File: src/rtl/fmtl_pkg.sv
// Package: shared types, constants and helper functions of the field map lookup.
`timescale 1ns / 1ps
package fmtl_pkg;

  localparam int GRID_X  = 64;
  localparam int GRID_Y  = 16;
  localparam int GRID_Z  = 64;
  localparam int GRID_YZ = GRID_Y * GRID_Z;

  localparam int TABLE_AW    = 16;
  localparam int TABLE_DEPTH = 1 << TABLE_AW;
  localparam int DATA_W      = 24;
  localparam int STEP_W      = 16;
  localparam int FRAC_W      = 16;
  localparam int CELL_W      = 10;
  localparam int QUOT_W      = CELL_W + FRAC_W;
  localparam int OFF_W       = 27;
  localparam int LOC_W       = 26;
  localparam int PROD_W      = DATA_W + 1 + FRAC_W + 1;

  // Configuration register indexes.
  localparam logic [2:0] CFG_CENTRE_X = 3'd0;
  localparam logic [2:0] CFG_CENTRE_Y = 3'd1;
  localparam logic [2:0] CFG_CENTRE_Z = 3'd2;
  localparam logic [2:0] CFG_X_LOW    = 3'd3;
  localparam logic [2:0] CFG_Y_LOW    = 3'd4;
  localparam logic [2:0] CFG_Z_LOW    = 3'd5;
  localparam logic [2:0] CFG_STEP     = 3'd6;

  localparam logic OP_LOAD  = 1'b0;
  localparam logic OP_QUERY = 1'b1;

  typedef struct packed {
    logic                     op;
    logic [TABLE_AW-1:0]      entry_index;
    logic signed [DATA_W-1:0] load_bx;
    logic signed [DATA_W-1:0] load_by;
    logic signed [DATA_W-1:0] load_bz;
    logic signed [DATA_W-1:0] point_x;
    logic signed [DATA_W-1:0] point_y;
    logic signed [DATA_W-1:0] point_z;
  } in_word_t;

  typedef struct packed {
    logic signed [DATA_W-1:0] out_bx;
    logic signed [DATA_W-1:0] out_by;
    logic signed [DATA_W-1:0] out_bz;
    logic                     inside_res;
  } out_word_t;

  typedef enum logic [3:0] {
    S_IDLE, S_CHECK, S_DLOAD, S_DSTEP, S_DSTORE, S_ADDR, S_READ, S_LMUL, S_LACC, S_FIN
  } state_t;

  typedef struct packed {
    logic       wr;
    logic       cap;
    logic       check;
    logic       div_load;
    logic       div_step;
    logic       div_store;
    logic [1:0] axis;
    logic       addr;
    logic       rd_en;
    logic [2:0] corner;
    logic       rd_cap;
    logic [2:0] rd_idx;
    logic       lmul;
    logic       lacc;
    logic [2:0] lstep;
    logic       fin;
  } dp_cmd_t;

  typedef struct packed {
    logic in_map;
    logic out_full;
  } dp_sts_t;

  // Address offset of corner k (bit 2 = x, bit 1 = y, bit 0 = z) from the cell base.
  function automatic logic [TABLE_AW-1:0] corner_ofs(input logic [2:0] k);
    corner_ofs = TABLE_AW'(int'(k[2]) * GRID_YZ + int'(k[1]) * GRID_Z + int'(k[0]));
  endfunction

  // Reduction schedule: x steps fold 4 pairs, y steps 2, z step 1.
  function automatic logic [2:0] lerp_a(input logic [2:0] s);
    case (s)
      3'd0, 3'd1, 3'd2, 3'd3: lerp_a = s;
      3'd4:                   lerp_a = 3'd0;
      3'd5:                   lerp_a = 3'd1;
      default:                lerp_a = 3'd0;
    endcase
  endfunction

  function automatic logic [2:0] lerp_b(input logic [2:0] s);
    case (s)
      3'd0, 3'd1, 3'd2, 3'd3: lerp_b = s + 3'd4;
      3'd4:                   lerp_b = 3'd2;
      3'd5:                   lerp_b = 3'd3;
      default:                lerp_b = 3'd1;
    endcase
  endfunction

  function automatic logic [1:0] lerp_axis(input logic [2:0] s);
    case (s)
      3'd0, 3'd1, 3'd2, 3'd3: lerp_axis = 2'd0;
      3'd4, 3'd5:             lerp_axis = 2'd1;
      default:                lerp_axis = 2'd2;
    endcase
  endfunction

endpackage

File: src/rtl/fmtl_ctrl.sv
// Controller: sequences range check, division, corner reads and interpolation.
`timescale 1ns / 1ps
module fmtl_ctrl import fmtl_pkg::*; (
  input  logic    clk,
  input  logic    rst_n,
  input  logic    in_valid,
  input  logic    in_op,
  input  logic    out_ready,
  input  dp_sts_t sts,
  output logic    in_ready,
  output dp_cmd_t cmd
);

  state_t     state_r, state_nxt;
  logic [4:0] cnt_r, cnt_nxt;
  logic [1:0] axis_r, axis_nxt;

  always_ff @(posedge clk) begin
    if (!rst_n) begin
      state_r <= S_IDLE;
      cnt_r   <= '0;
      axis_r  <= '0;
    end else begin
      state_r <= state_nxt;
      cnt_r   <= cnt_nxt;
      axis_r  <= axis_nxt;
    end
  end

  always_comb begin
    state_nxt  = state_r;
    cnt_nxt    = cnt_r;
    axis_nxt   = axis_r;
    in_ready   = 1'b0;
    cmd        = '0;
    cmd.axis   = axis_r;
    cmd.corner = cnt_r[2:0];
    cmd.rd_idx = 3'(cnt_r - 5'd1);
    cmd.lstep  = cnt_r[2:0];
    case (state_r)
      S_IDLE: begin
        in_ready = 1'b1;
        if (in_valid) begin
          if (in_op == OP_QUERY) begin
            cmd.cap   = 1'b1;
            state_nxt = S_CHECK;
          end else begin
            cmd.wr = 1'b1;
          end
        end
      end
      S_CHECK: begin
        cmd.check = 1'b1;
        axis_nxt  = '0;
        state_nxt = S_DLOAD;
      end
      S_DLOAD: begin
        if (!sts.in_map) begin
          state_nxt = S_FIN;
        end else begin
          cmd.div_load = 1'b1;
          cnt_nxt      = '0;
          state_nxt    = S_DSTEP;
        end
      end
      S_DSTEP: begin
        cmd.div_step = 1'b1;
        cnt_nxt      = cnt_r + 5'd1;
        if (cnt_r == 5'(QUOT_W - 1)) begin
          state_nxt = S_DSTORE;
        end
      end
      S_DSTORE: begin
        cmd.div_store = 1'b1;
        if (axis_r == 2'd2) begin
          state_nxt = S_ADDR;
        end else begin
          axis_nxt  = axis_r + 2'd1;
          state_nxt = S_DLOAD;
        end
      end
      S_ADDR: begin
        cmd.addr  = 1'b1;
        cnt_nxt   = '0;
        state_nxt = S_READ;
      end
      S_READ: begin
        cmd.rd_en  = (cnt_r != 5'd8);
        cmd.rd_cap = (cnt_r != 5'd0);
        if (cnt_r == 5'd8) begin
          cnt_nxt   = '0;
          state_nxt = S_LMUL;
        end else begin
          cnt_nxt = cnt_r + 5'd1;
        end
      end
      S_LMUL: begin
        cmd.lmul  = 1'b1;
        state_nxt = S_LACC;
      end
      S_LACC: begin
        cmd.lacc = 1'b1;
        if (cnt_r == 5'd6) begin
          state_nxt = S_FIN;
        end else begin
          cnt_nxt   = cnt_r + 5'd1;
          state_nxt = S_LMUL;
        end
      end
      S_FIN: begin
        if (!sts.out_full || out_ready) begin
          cmd.fin   = 1'b1;
          state_nxt = S_IDLE;
        end
      end
      default: state_nxt = S_IDLE;
    endcase
  end

endmodule

File: config.mk
export PLATFORM = sky130hd
export DESIGN_NAME = fmtl_ctrl
export DESIGN_NICKNAME = d
export VERILOG_FILES = /design/src/rtl/fmtl_pkg.sv /design/src/rtl/fmtl_ctrl.sv
export SDC_FILE = /design/constraint.sdc
export NUM_CORES = 1
export LEC_CHECK = 0
export BUFFER_PORTS_ARGS = -buffer_cell sky130_fd_sc_hd__clkbuf_2
export CAP_MARGIN = 20
export CORE_MARGIN = 2
export CORE_UTILIZATION = 25
export CTS_CLUSTER_SIZE = 30
export DETAILED_ROUTE_END_ITERATION = 10
export PLACE_DENSITY = 0.55
export SYNTH_ARGS = -nofsm -noshare
export SYNTH_HDL_FRONTEND = slang
export SYNTH_SLANG_ARGS = --single-unit
File: constraint.sdc
create_clock -name clk -period 1.6 [get_ports clk]
set_input_delay 0.24 -clock clk [delete_from_list [all_inputs] [get_ports clk]]
set_output_delay 0.24 -clock clk [all_outputs]
set_load 0.005 [all_outputs]
# Word-level counts from Yosys, hierarchy flattened
# Cells that the tools add are included.
[classes]
n_reduce_logical = 9
eq_ne = 22
addsub = 3
muxes = 32
[ops]
columns = ["cell", "count"]
rows = [
  ["case mux 4 bit (10 select lines)", 1],
  ["2-to-1 mux 4 bit", 7],
  ["case mux 5 bit (5 select lines)", 1],
  ["== test 4 x 3 -> 1 bit (second input constant)", 4],
  ["!= test 2 bit (second input constant)", 8],
  ["2-to-1 mux 1 bit", 15],
  ["2-to-1 mux 5 bit", 3],
  ["nonzero test 5 bit", 2],
  ["== test 4 x 2 -> 1 bit (second input constant)", 2],
  ["== test 4 bit (second input constant)", 2],
  ["2-to-1 mux 2 bit", 3],
  ["adder 5 x 1 -> 5 bit (second input constant)", 1],
  ["== test 5 x 3 -> 1 bit (second input constant)", 1],
  ["== test 5 x 4 -> 1 bit (second input constant)", 1],
  ["== test 5 bit (second input constant)", 1],
  ["!= test 5 x 4 -> 1 bit (second input constant)", 1],
  ["AND reduction 5 bit", 1],
  ["== test 4 x 1 -> 1 bit (second input constant)", 1],
  ["logical NOT 4 bit", 1],
  ["case mux 2 bit (2 select lines)", 1],
  ["2-to-1 mux 3 bit", 1],
  ["AND reduction 3 bit", 1],
  ["subtractor 3 x 1 -> 3 bit (second input constant)", 1],
  ["adder 2 x 1 -> 2 bit (second input constant)", 1],
  ["5 further kinds", 5],
]
[totals]
regBits = 11

# Longest topological paths before layout
# Gate-level depths: netlist of run 1.
[logic_depth]
depth_word = 4
ltp_mapped = 7
depth_no_buf = 6

# Least setup slack after synthesis of run 1
# No wires, ideal clock.
[synth_timing]
kind = "register to register"
from = "register cnt_r[0]"
to = "register state_r[1]"
arrival_time_ps = 1620
stages_incl_launch_ff = 8
slack_ps = -107
required_time_ps = 1514
synth_period_minus_slack_ps = 1707
cell_sequence = "dfxtp_1 inv_1 ha_1 and4bb_1 or2_1 clkbuf_1 o2111a_1 a221oi_2"
[synth_between]
elab_chain_len = 3
elab_cells_between_ends = 8
[synth_rtl]
columns = ["element", "line", "source"]
rows = [
  ["start, declared", "fmtl_ctrl.sv:15", "logic [4:0] cnt_r, cnt_nxt;"],
  ["start signal, assigned", "fmtl_ctrl.sv:25", "cnt_r <= cnt_nxt;"],
  ["== test 5 x 3 -> 1 bit, or another cell as far along", "fmtl_ctrl.sv:103", "if (cnt_r == 5'd6) begin"],
  ["2-to-1 mux 4 bit or != test 2 bit (tied branches)", "n/a", ""],
  ["case mux 4 bit (10 select lines) or AND reduction 5 bit (tied branches)", "n/a", ""],
  ["end signal, assigned", "fmtl_ctrl.sv:24", "state_r <= state_nxt;"],
  ["end, declared", "fmtl_ctrl.sv:14", "state_t state_r, state_nxt;"],
]
# Parallel ways exist; a longest one is shown, timed or not.
# A chain may end at the register's enable or synchronous reset.

==> report_table.html, run 1 <==
<table>
<tr><th>Metric</th><th>Value</th></tr>
<tr><th colspan="2">Clock network</th></tr>
<tr><td>Clock transition time at the flip-flop clock pins of the worst setup and hold paths</td><td>0.05 ns</td></tr>
<tr><td>Number of buffers added by the clock tree synthesis step</td><td>3</td></tr>
<tr><td>Insertion delay to the later sink of the worst-skew pair</td><td>0.24 ns</td></tr>
<tr><td>Maximum number of buffers from clock root to sink</td><td>2</td></tr>
<tr><td>Hold Buf Count CTS</td><td>0</td></tr>
<tr><td>Clock tree from TritonCTS</td><td>yes</td></tr>
<tr><td>Number of clock sinks</td><td>11</td></tr>
<tr><td>H-tree depth</td><td>1</td></tr>
<tr><td>CTS Root Buffer Type</td><td>clkbuf_8</td></tr>
<tr><th colspan="2">Min path</th></tr>
<tr><td>Worst-case hold path end point</td><td>cnt_r[2]</td></tr>
<tr><td>Kind of path behind the tightest hold check</td><td>in -&gt; reg</td></tr>
<tr><td>Critical hold path startpoint</td><td>rst_n</td></tr>
<tr><td>Worst Hold Path Cells</td><td>3</td></tr>
<tr><th colspan="2">Synthesis</th></tr>
<tr><td>Total standard cell area after synthesis</td><td>1030 um2</td></tr>
<tr><td>Syn_nets</td><td>140</td></tr>
<tr><td>Most used flip-flop cell after synthesis</td><td>dfxtp_1</td></tr>
<tr><td>Number of flip-flops and latches in the synthesized netlist</td><td>11</td></tr>
<tr><td>Mean cell area of the mapped netlist</td><td>8.08 um2</td></tr>
<tr><td>Instance count of the mapped netlist</td><td>127</td></tr>
<tr><td>Sequential area share after synthesis</td><td>0.215</td></tr>
<tr><td>Cell variety after synth</td><td>49</td></tr>
<tr><td>Number of flops mapped to enable cells by yosys</td><td>0</td></tr>
<tr><td>Synthesis warning total</td><td>0</td></tr>
<tr><td>Post-synthesis async set-or-reset flop share</td><td>0</td></tr>
<tr><th colspan="2">STA</th></tr>
<tr><td>Slew at the pin closest to its max-slew limit</td><td>0.349 ns</td></tr>
<tr><td>Final-report hold violation count</td><td>0</td></tr>
<tr><td>Max Slew Vio Count</td><td>0</td></tr>
<tr><td>Unrepaired setup endpoints after global routing</td><td>true</td></tr>
<tr><td>Period Utilization, post-route</td><td>1.05</td></tr>
<tr><td>Rel. slew slack</td><td>0.761</td></tr>
<tr><td>Final worst-path setup slack</td><td>-0.0733 ns</td></tr>
<tr><td>Number of setup violations in the final report</td><td>4</td></tr>
<tr><td>Sum Neg Setup Slack</td><td>-0.166 ns</td></tr>
<tr><td>Max Clk Rate</td><td>598 MHz</td></tr>
<tr><td>Final worst path period need</td><td>1.67 ns</td></tr>
<tr><td>Setup skew after layout</td><td>0.000990 ns</td></tr>
<tr><td>Worst hold slack</td><td>0.333 ns</td></tr>
<tr><th colspan="2">Drt</th></tr>
<tr><td>Detail Route Antenna Nets</td><td>0</td></tr>
<tr><td>Residual DRC</td><td>0</td></tr>
<tr><td>Overall routed net length</td><td>2920 um</td></tr>
<tr><td>Vias per cell</td><td>4.89</td></tr>
<tr><td>Wire length per cell</td><td>12.5 um</td></tr>
<tr><td>Via total after detailed routing</td><td>1140</td></tr>
<tr><td>Detailed-routing iteration count for the pre-antenna-repair pass</td><td>4</td></tr>
<tr><td>First-iteration detailed-routing DRC count</td><td>81</td></tr>
<tr><th colspan="2">Floorplanning</th></tr>
<tr><td>Effective utilization at floorplan</td><td>0.258</td></tr>
<tr><td>Full die area</td><td>4630 um2</td></tr>
<tr><td>Chip height</td><td>68.1 um</td></tr>
<tr><td>Die width</td><td>68.1 um</td></tr>
<tr><td>Top-level port count</td><td>31</td></tr>
<tr><td>Number of placement rows</td><td>23</td></tr>
<tr><td>Placeable Area</td><td>3970 um2</td></tr>
<tr><th colspan="2">Layout</th></tr>
<tr><td>Filler Cell Count</td><td>425</td></tr>
<tr><td>FF+latch area</td><td>231 um2</td></tr>
<tr><td>Multi-input combinational cell area</td><td>782 um2</td></tr>
<tr><td>Finished Layout Cells</td><td>233</td></tr>
<tr><td>Diodes inserted</td><td>0</td></tr>
<tr><td>Final net count</td><td>197</td></tr>
<tr><td>Area growth from synthesis to final layout</td><td>57.8%</td></tr>
<tr><td>Fraction of final layout cells sized beyond drive strength 1</td><td>0.530</td></tr>
<tr><th colspan="2">Pwr</th></tr>
<tr><td>Comb pwr share</td><td>0.588</td></tr>
<tr><td>Power spent charging and discharging nets</td><td>534 uW</td></tr>
<tr><td>Part of the power in registers</td><td>0.220</td></tr>
<tr><td>Power Total</td><td>1.52 mW</td></tr>
<tr><td>Clock network fraction of design power</td><td>0.191</td></tr>
<tr><td>Maximum vdd ir drop</td><td>0.638 mV</td></tr>
<tr><td>Switching power share of the total</td><td>0.351</td></tr>
<tr><td>Static leakage</td><td>0.724 nW</td></tr>
<tr><td>Pwr per Cell Area</td><td>940 nW/um2</td></tr>
<tr><td>Internal power contribution</td><td>988 uW</td></tr>
<tr><th colspan="2">Global routing</th></tr>
<tr><td>Number of global-route vias before repair</td><td>1022</td></tr>
<tr><td>Global-route total usage across every layer</td><td>0.133</td></tr>
<tr><td>Antenna violations before repair</td><td>0</td></tr>
<tr><td>Maximum number of pins on one net before global-route repair</td><td>14</td></tr>
<tr><td>Wire length of the first global-routing pass</td><td>4710 um</td></tr>
<tr><td>Overflow after GRT</td><td>0</td></tr>
<tr><th colspan="2">Run status</th></tr>
<tr><td>Failing checks</td><td>setup timing</td></tr>
<tr><td>Result of the run</td><td>finished with violations</td></tr>
<tr><th colspan="2">Run</th></tr>
<tr><td>Max-capacitance violation count</td><td>0</td></tr>
<tr><th colspan="2">Placed design</th></tr>
<tr><td>Gp weighted congestion</td><td>0.751</td></tr>
<tr><td>Number of input and output port buffers inserted</td><td>30</td></tr>
<tr><td>Placed wire-length estimate</td><td>2180 um</td></tr>
<tr><td>Number of placed instances, taps included</td><td>221</td></tr>
<tr><th colspan="2">Critical path</th></tr>
<tr><td>Endpoint kind of the worst setup timing path</td><td>output port</td></tr>
<tr><td>Kind of launch point of the worst setup path</td><td>register</td></tr>
<tr><td>Cell count of the worst reg-to-reg path</td><td>6</td></tr>
<tr><td>Required time reported for the critical path endpoint</td><td>1.36 ns</td></tr>
<tr><td>Worst-path maximum fanout</td><td>5</td></tr>
<tr><td>Path type of the worst setup path</td><td>reg -&gt; out</td></tr>
<tr><td>R2R Path Start</td><td>state_r[0]</td></tr>
<tr><td>Flop-to-flop setup slack</td><td>0.01 ns</td></tr>
<tr><td>Critical register-to-register path endpoint</td><td>cnt_r[4]</td></tr>
<tr><td>Critical path arrival</td><td>1.43 ns</td></tr>
<tr><td>Start point of the critical path</td><td>state_r[0]</td></tr>
</table>
[sequential cells by signal, summed over array words and instances (netlist names)]
| signal | count |
|---|---|
| cnt_r | 5 |
| state_r | 4 |
| axis_r | 2 |
[metal layers]
layer  vias to the layer above  GRT usage  share of wire
li1                        575          -              -
met3                         2     0.0345          0.045
met5                         -          0              0
met2                        26      0.223           0.49
met4                         0     0.0300         0.0048
met1                       537      0.168           0.46
[kinds of logic after synthesis]
family | Yosys count | share of synthesized area
DFF | 11 | 0.215
adders and majority gates | 6 | 0.0732
and+or+nand+nor | 51 | 0.322
xor gates and xnor gates | 1 | 0.00854
buffers and inverters | 23 | 0.116
AOI/OAI and AO/OA | 35 | 0.266
[critical path, stage by stage (launching register included)]
cell and delay, ns:
dfxtp_4 0.36, or4b_4 0.58, clkinv_4 0.09, buf_6 0.09, buf_6 0.08
[through the flow]
stage / area [um2] / utilization / setup slack, ns
3_3_place_gp: 1360 / 0.342 / -0.00229
3_5_place_dp: 1360 / 0.342 / -0.00655
2_1_floorplan: 1030 / - / 0.00379
4_1_cts: 1490 / 0.374 / -0.0657
6_report: 1620 / 0.408 / -0.0733
5_1_grt: 1620 / 0.408 / -0.129
[power by group through the flow]
stage               logic, mW  registers (mW)  clock network (mW)
floorplan               0.419           0.339                   0
global placement        0.686           0.337                   0
detailed placement      0.686           0.338                   0
CTS                     0.789           0.333               0.295
global route            0.991           0.340               0.309
finish                  0.896           0.336               0.291
[worst max-delay path by stage]
stage                  to  slack, ns  depth (start not counted)
5_1_grt           cmd[21]      -0.13                          5
4_1_cts           cmd[21]      -0.07                          5
3_5_place_dp   state_r[1]     -0.007                          6
2_1_floorplan  state_r[1]      0.004                          7
3_3_place_gp   state_r[1]     -0.002                          6
6_report           cmd[4]      -0.07                          4
[Yosys cell counts, types with 2 or more instances]
| cell type | n | share of area |
|---|---|---|
| dfxtp_1 | 11 | 0.21 |
| ha_1 | 6 | 0.073 |
| buf_4 | 7 | 0.051 |
| o32ai_1 | 2 | 0.017 |
| o21ai_0 | 2 | 0.0098 |
| nor2b_1 | 3 | 0.018 |
| a21oi_1 | 7 | 0.034 |
| nand3_1 | 4 | 0.020 |
| nor2_1 | 6 | 0.022 |
| nand4_1 | 2 | 0.012 |
| o211ai_1 | 2 | 0.015 |
| a22oi_1 | 3 | 0.022 |
| a2bb2oi_1 | 2 | 0.017 |
| buf_2 | 4 | 0.020 |
| and4bb_1 | 2 | 0.024 |
| nand4bb_1 | 4 | 0.044 |
| or2_1 | 3 | 0.018 |
| o22ai_1 | 2 | 0.012 |
| inv_1 | 9 | 0.033 |
| and3_1 | 3 | 0.018 |
| nand2_1 | 8 | 0.029 |
| o21bai_1 | 2 | 0.015 |
| nor3b_1 | 2 | 0.015 |
| nand2b_1 | 5 | 0.030 |
| nor3_1 | 2 | 0.0098 |
[repair_timing]
action,CTS,global route
resized for setup,16,21
setup buffers,5,4
setup endpoints to repair,8,15
pin swaps,7,6
[cell type report]
| type | instances | area share |
|---|---|---|
| tap | 50 | 0.0386 |
| multi-input combinational | 93 | 0.483 |
| clock buffer | 4 | 0.0278 |
| sequential | 11 | 0.143 |
| timing repair buffer | 64 | 0.279 |
| inverter | 11 | 0.0286 |
[placed cells by master (no fill, tap or decap), types with 3 or more instances in the layout]
cell,count
clkbuf_2,27
buf_4,25
buf_6,11
nand2_1,8
inv_1,7
a21oi_1,6
dfxtp_1,6
nor2_1,5
nand2b_1,5
ha_1,5
nand3_1,4
or2_4,3
nand4bb_1,3
inv_2,3
clkbuf_8,3
dfxtp_2,3
(Power assumes the default switching activity.)
==> run 2, diff against run 1 <==
--- a/config.mk
+++ b/config.mk
@@ -12,6 +12,7 @@
 export CTS_CLUSTER_SIZE = 30
 export DETAILED_ROUTE_END_ITERATION = 10
 export PLACE_DENSITY = 0.55
+export REMOVE_ABC_BUFFERS = 1
 export SYNTH_ARGS = -nofsm -noshare
 export SYNTH_HDL_FRONTEND = slang
 export SYNTH_SLANG_ARGS = --single-unit
==> report_table.html, run 2 (synthesis gave the netlist of run 1 again) <==
<table>
<tr><th>Metric</th><th>Value</th></tr>
<tr><th colspan="2">Critical path</th></tr>
<tr><td>Required time reported for the critical path endpoint</td><td>1.36 ns</td></tr>
<tr><td>Worst-path maximum fanout</td><td>3</td></tr>
<tr><td>Kind of cell adding the most delay to the critical path</td><td>simple AND/OR/NAND/NOR gates</td></tr>
<tr><td>Endpoint kind of the worst setup timing path</td><td>output port</td></tr>
<tr><td>Critical-path cell with the highest stage delay</td><td>dfxtp_2</td></tr>
<tr><td>Kind of launch point of the worst setup path</td><td>register</td></tr>
<tr><td>Worst-path cell chain</td><td>inv_2, ha_4, and4bb_1, or2_4, inv_2, clkbuf_2</td></tr>
<tr><td>Critical path arrival</td><td>1.42 ns</td></tr>
<tr><td>Path type of the worst setup path</td><td>reg -&gt; out</td></tr>
<tr><td>Worst path most repeated cell</td><td>inv_2</td></tr>
<tr><td>Largest stage delay, worst path</td><td>0.34 ns</td></tr>
<tr><td>Sum of buffers and inverters on the critical path</td><td>3</td></tr>
<tr><th colspan="2">Drt</th></tr>
<tr><td>Residual DRC</td><td>0</td></tr>
<tr><td>First-iteration detailed-routing DRC count</td><td>42</td></tr>
<tr><td>Overall routed net length</td><td>3070 um</td></tr>
<tr><td>Detailed-routing iteration count for the pre-antenna-repair pass</td><td>4</td></tr>
<tr><td>Vias per cell</td><td>5.10</td></tr>
<tr><td>Detail Route Antenna Nets</td><td>0</td></tr>
<tr><td>Wire length per cell</td><td>13.3 um</td></tr>
<tr><td>Via total after detailed routing</td><td>1172</td></tr>
<tr><th colspan="2">Placed design</th></tr>
<tr><td>Gp weighted congestion</td><td>0.808</td></tr>
<tr><td>Worst setup timing slack at the placement stage</td><td>0.0116 ns</td></tr>
<tr><td>Placed wire-length estimate</td><td>2080 um</td></tr>
<tr><td>Number of placed instances, taps included</td><td>219</td></tr>
<tr><td>Number of input and output port buffers inserted</td><td>30</td></tr>
<tr><th colspan="2">STA</th></tr>
<tr><td>Setup skew after layout</td><td>0.00171 ns</td></tr>
<tr><td>Unrepaired setup endpoints after global routing</td><td>true</td></tr>
<tr><td>Max Clk Rate</td><td>603 MHz</td></tr>
<tr><td>Max Slew Vio Count</td><td>0</td></tr>
<tr><td>Worst hold slack</td><td>0.349 ns</td></tr>
<tr><td>Final worst path period need</td><td>1.66 ns</td></tr>
<tr><td>Final worst-path setup slack</td><td>-0.0588 ns</td></tr>
<tr><td>Rel. slew slack</td><td>0.761</td></tr>
<tr><td>Final-report hold violation count</td><td>0</td></tr>
<tr><td>Period Utilization, post-route</td><td>1.04</td></tr>
<tr><td>Number of setup violations in the final report</td><td>4</td></tr>
<tr><td>Slew at the pin closest to its max-slew limit</td><td>0.357 ns</td></tr>
<tr><th colspan="2">Layout</th></tr>
<tr><td>Finished Layout Cells</td><td>230</td></tr>
<tr><td>Area growth from synthesis to final layout</td><td>62.0%</td></tr>
<tr><td>Filler Cell Count</td><td>399</td></tr>
<tr><td>Top reg by flops</td><td>cnt_r</td></tr>
<tr><td>Final net count</td><td>194</td></tr>
<tr><td>Largest register FFs</td><td>5</td></tr>
<tr><td>Fraction of final layout cells sized beyond drive strength 1</td><td>0.600</td></tr>
<tr><td>Top Registers</td><td>cnt_r x5, state_r x4, axis_r x2</td></tr>
<tr><td>Most frequent cells in the layout</td><td>clkbuf_2, buf_4, nand2_1</td></tr>
<tr><td>Diodes inserted</td><td>0</td></tr>
<tr><td>Most frequent standard cell in the layout excluding fill and tap cells</td><td>clkbuf_2</td></tr>
<tr><th colspan="2">Pwr</th></tr>
<tr><td>Power Total</td><td>1.54 mW</td></tr>
<tr><td>Static leakage</td><td>0.718 nW</td></tr>
<tr><td>Pwr per Cell Area</td><td>928 nW/um2</td></tr>
<tr><td>Maximum vdd ir drop</td><td>0.320 mV</td></tr>
<tr><th colspan="2">Clock network</th></tr>
<tr><td>Number of buffers added by the clock tree synthesis step</td><td>3</td></tr>
<tr><td>Number of clock sinks</td><td>11</td></tr>
<tr><td>Maximum number of buffers from clock root to sink</td><td>2</td></tr>
<tr><td>Clock transition time at the flip-flop clock pins of the worst setup and hold paths</td><td>0.05 ns</td></tr>
<tr><td>Insertion delay to the later sink of the worst-skew pair</td><td>0.24 ns</td></tr>
<tr><td>Hold Buf Count CTS</td><td>0</td></tr>
<tr><td>CTS Root Buffer Type</td><td>clkbuf_8</td></tr>
<tr><td>Clock tree from TritonCTS</td><td>yes</td></tr>
<tr><td>H-tree depth</td><td>1</td></tr>
<tr><th colspan="2">Floorplanning</th></tr>
<tr><td>Die width</td><td>68.1 um</td></tr>
<tr><td>Placeable Area</td><td>3970 um2</td></tr>
<tr><td>Top-level port count</td><td>31</td></tr>
<tr><td>Chip height</td><td>68.1 um</td></tr>
<tr><td>Full die area</td><td>4630 um2</td></tr>
<tr><td>Effective utilization at floorplan</td><td>0.258</td></tr>
<tr><td>Number of placement rows</td><td>23</td></tr>
<tr><th colspan="2">Global routing</th></tr>
<tr><td>Number of global-route vias before repair</td><td>1003</td></tr>
<tr><td>Global-route total usage across every layer</td><td>0.132</td></tr>
<tr><td>Antenna violations before repair</td><td>0</td></tr>
<tr><td>Overflow after GRT</td><td>0</td></tr>
<tr><td>Maximum number of pins on one net before global-route repair</td><td>13</td></tr>
<tr><td>Wire length of the first global-routing pass</td><td>4600 um</td></tr>
<tr><th colspan="2">Min path</th></tr>
<tr><td>Kind of path behind the tightest hold check</td><td>in -&gt; reg</td></tr>
<tr><th colspan="2">Run status</th></tr>
<tr><td>Failing checks</td><td>setup timing</td></tr>
<tr><td>Result of the run</td><td>finished with violations</td></tr>
<tr><th colspan="2">Run</th></tr>
<tr><td>Max-capacitance violation count</td><td>0</td></tr>
</table>
## run 2: cell count changes in the layout (fill, tap and decap cells not counted), moves of 2 or more
cell | before | now
dfxtp_2 | 3 | 6
a22oi_2 | 1 | 3
nor3b_1 | 2 | 0
a22oi_1 | 2 | 0
dfxtp_1 | 6 | 4
buf_6 | 11 | 6
nor3b_2 | 0 | 2
buf_8 | 0 | 2
## run 2: per-stage QoR
step                      cell area (um2)   util  TNS (ns)
after floorplan                       950      -    -0.195
after global placement               1340  0.338         0
after CTS                            1480  0.372    -0.104
after global routing                 1660  0.418    -0.617
final                                1660  0.418    -0.170
after detailed placement             1340  0.338         0
## run 2: power breakdown
group          switching (mW)  internal, mW  leakage [nW]
logic                   0.421         0.490         0.602
clock network           0.111         0.176        0.0228
registers              0.0367         0.307        0.0926
total                   0.568         0.973         0.718
## run 2: metal layers
metal,vias up,track usage,share of wire
met5,-,0,0
met4,0,0.0600,0.019
met3,6,0.0214,0.037
met2,23,0.221,0.51
met1,568,0.166,0.44
li1,575,-,-
## run 2: cell type report
class	instances	area, um2	share of cell area
inverters	11	46.3	0.0279
repair buffers	61	425	0.256
clock buffers	4	45.0	0.0271
multi-input cells	93	851	0.512
flip-flops and latches	11	231	0.139
well taps	50	62.6	0.0377
## run 2: final timing paths
| check | slack, ns | from | end | cells after the start |
|---|---|---|---|---|
| worst max register to register | 0.02 | cnt_r[1] | state_r[1] | 7 |
| worst min register to register | 0.57 | cnt_r[4] | cnt_r[4] | 2 |
| worst max-delay path | -0.06 | cnt_r[1] | cmd[13] | 6 |
| worst min-delay path | 0.35 | rst_n | cnt_r[2] | 3 |
## run 2: repair_timing
| item | CTS | global route |
|---|---|---|
| resized for setup | 22 | 35 |
| buffers inserted | 4 | 4 |
| endpoints found under the setup margin | 9 | 16 |
| pin swaps | 4 | 16 |
## run 2: tightest hold or removal path, stage by stage
cell	delay (ns)
clkbuf_2	0.14
nand2_1	0.09
o22ai_1	0.07
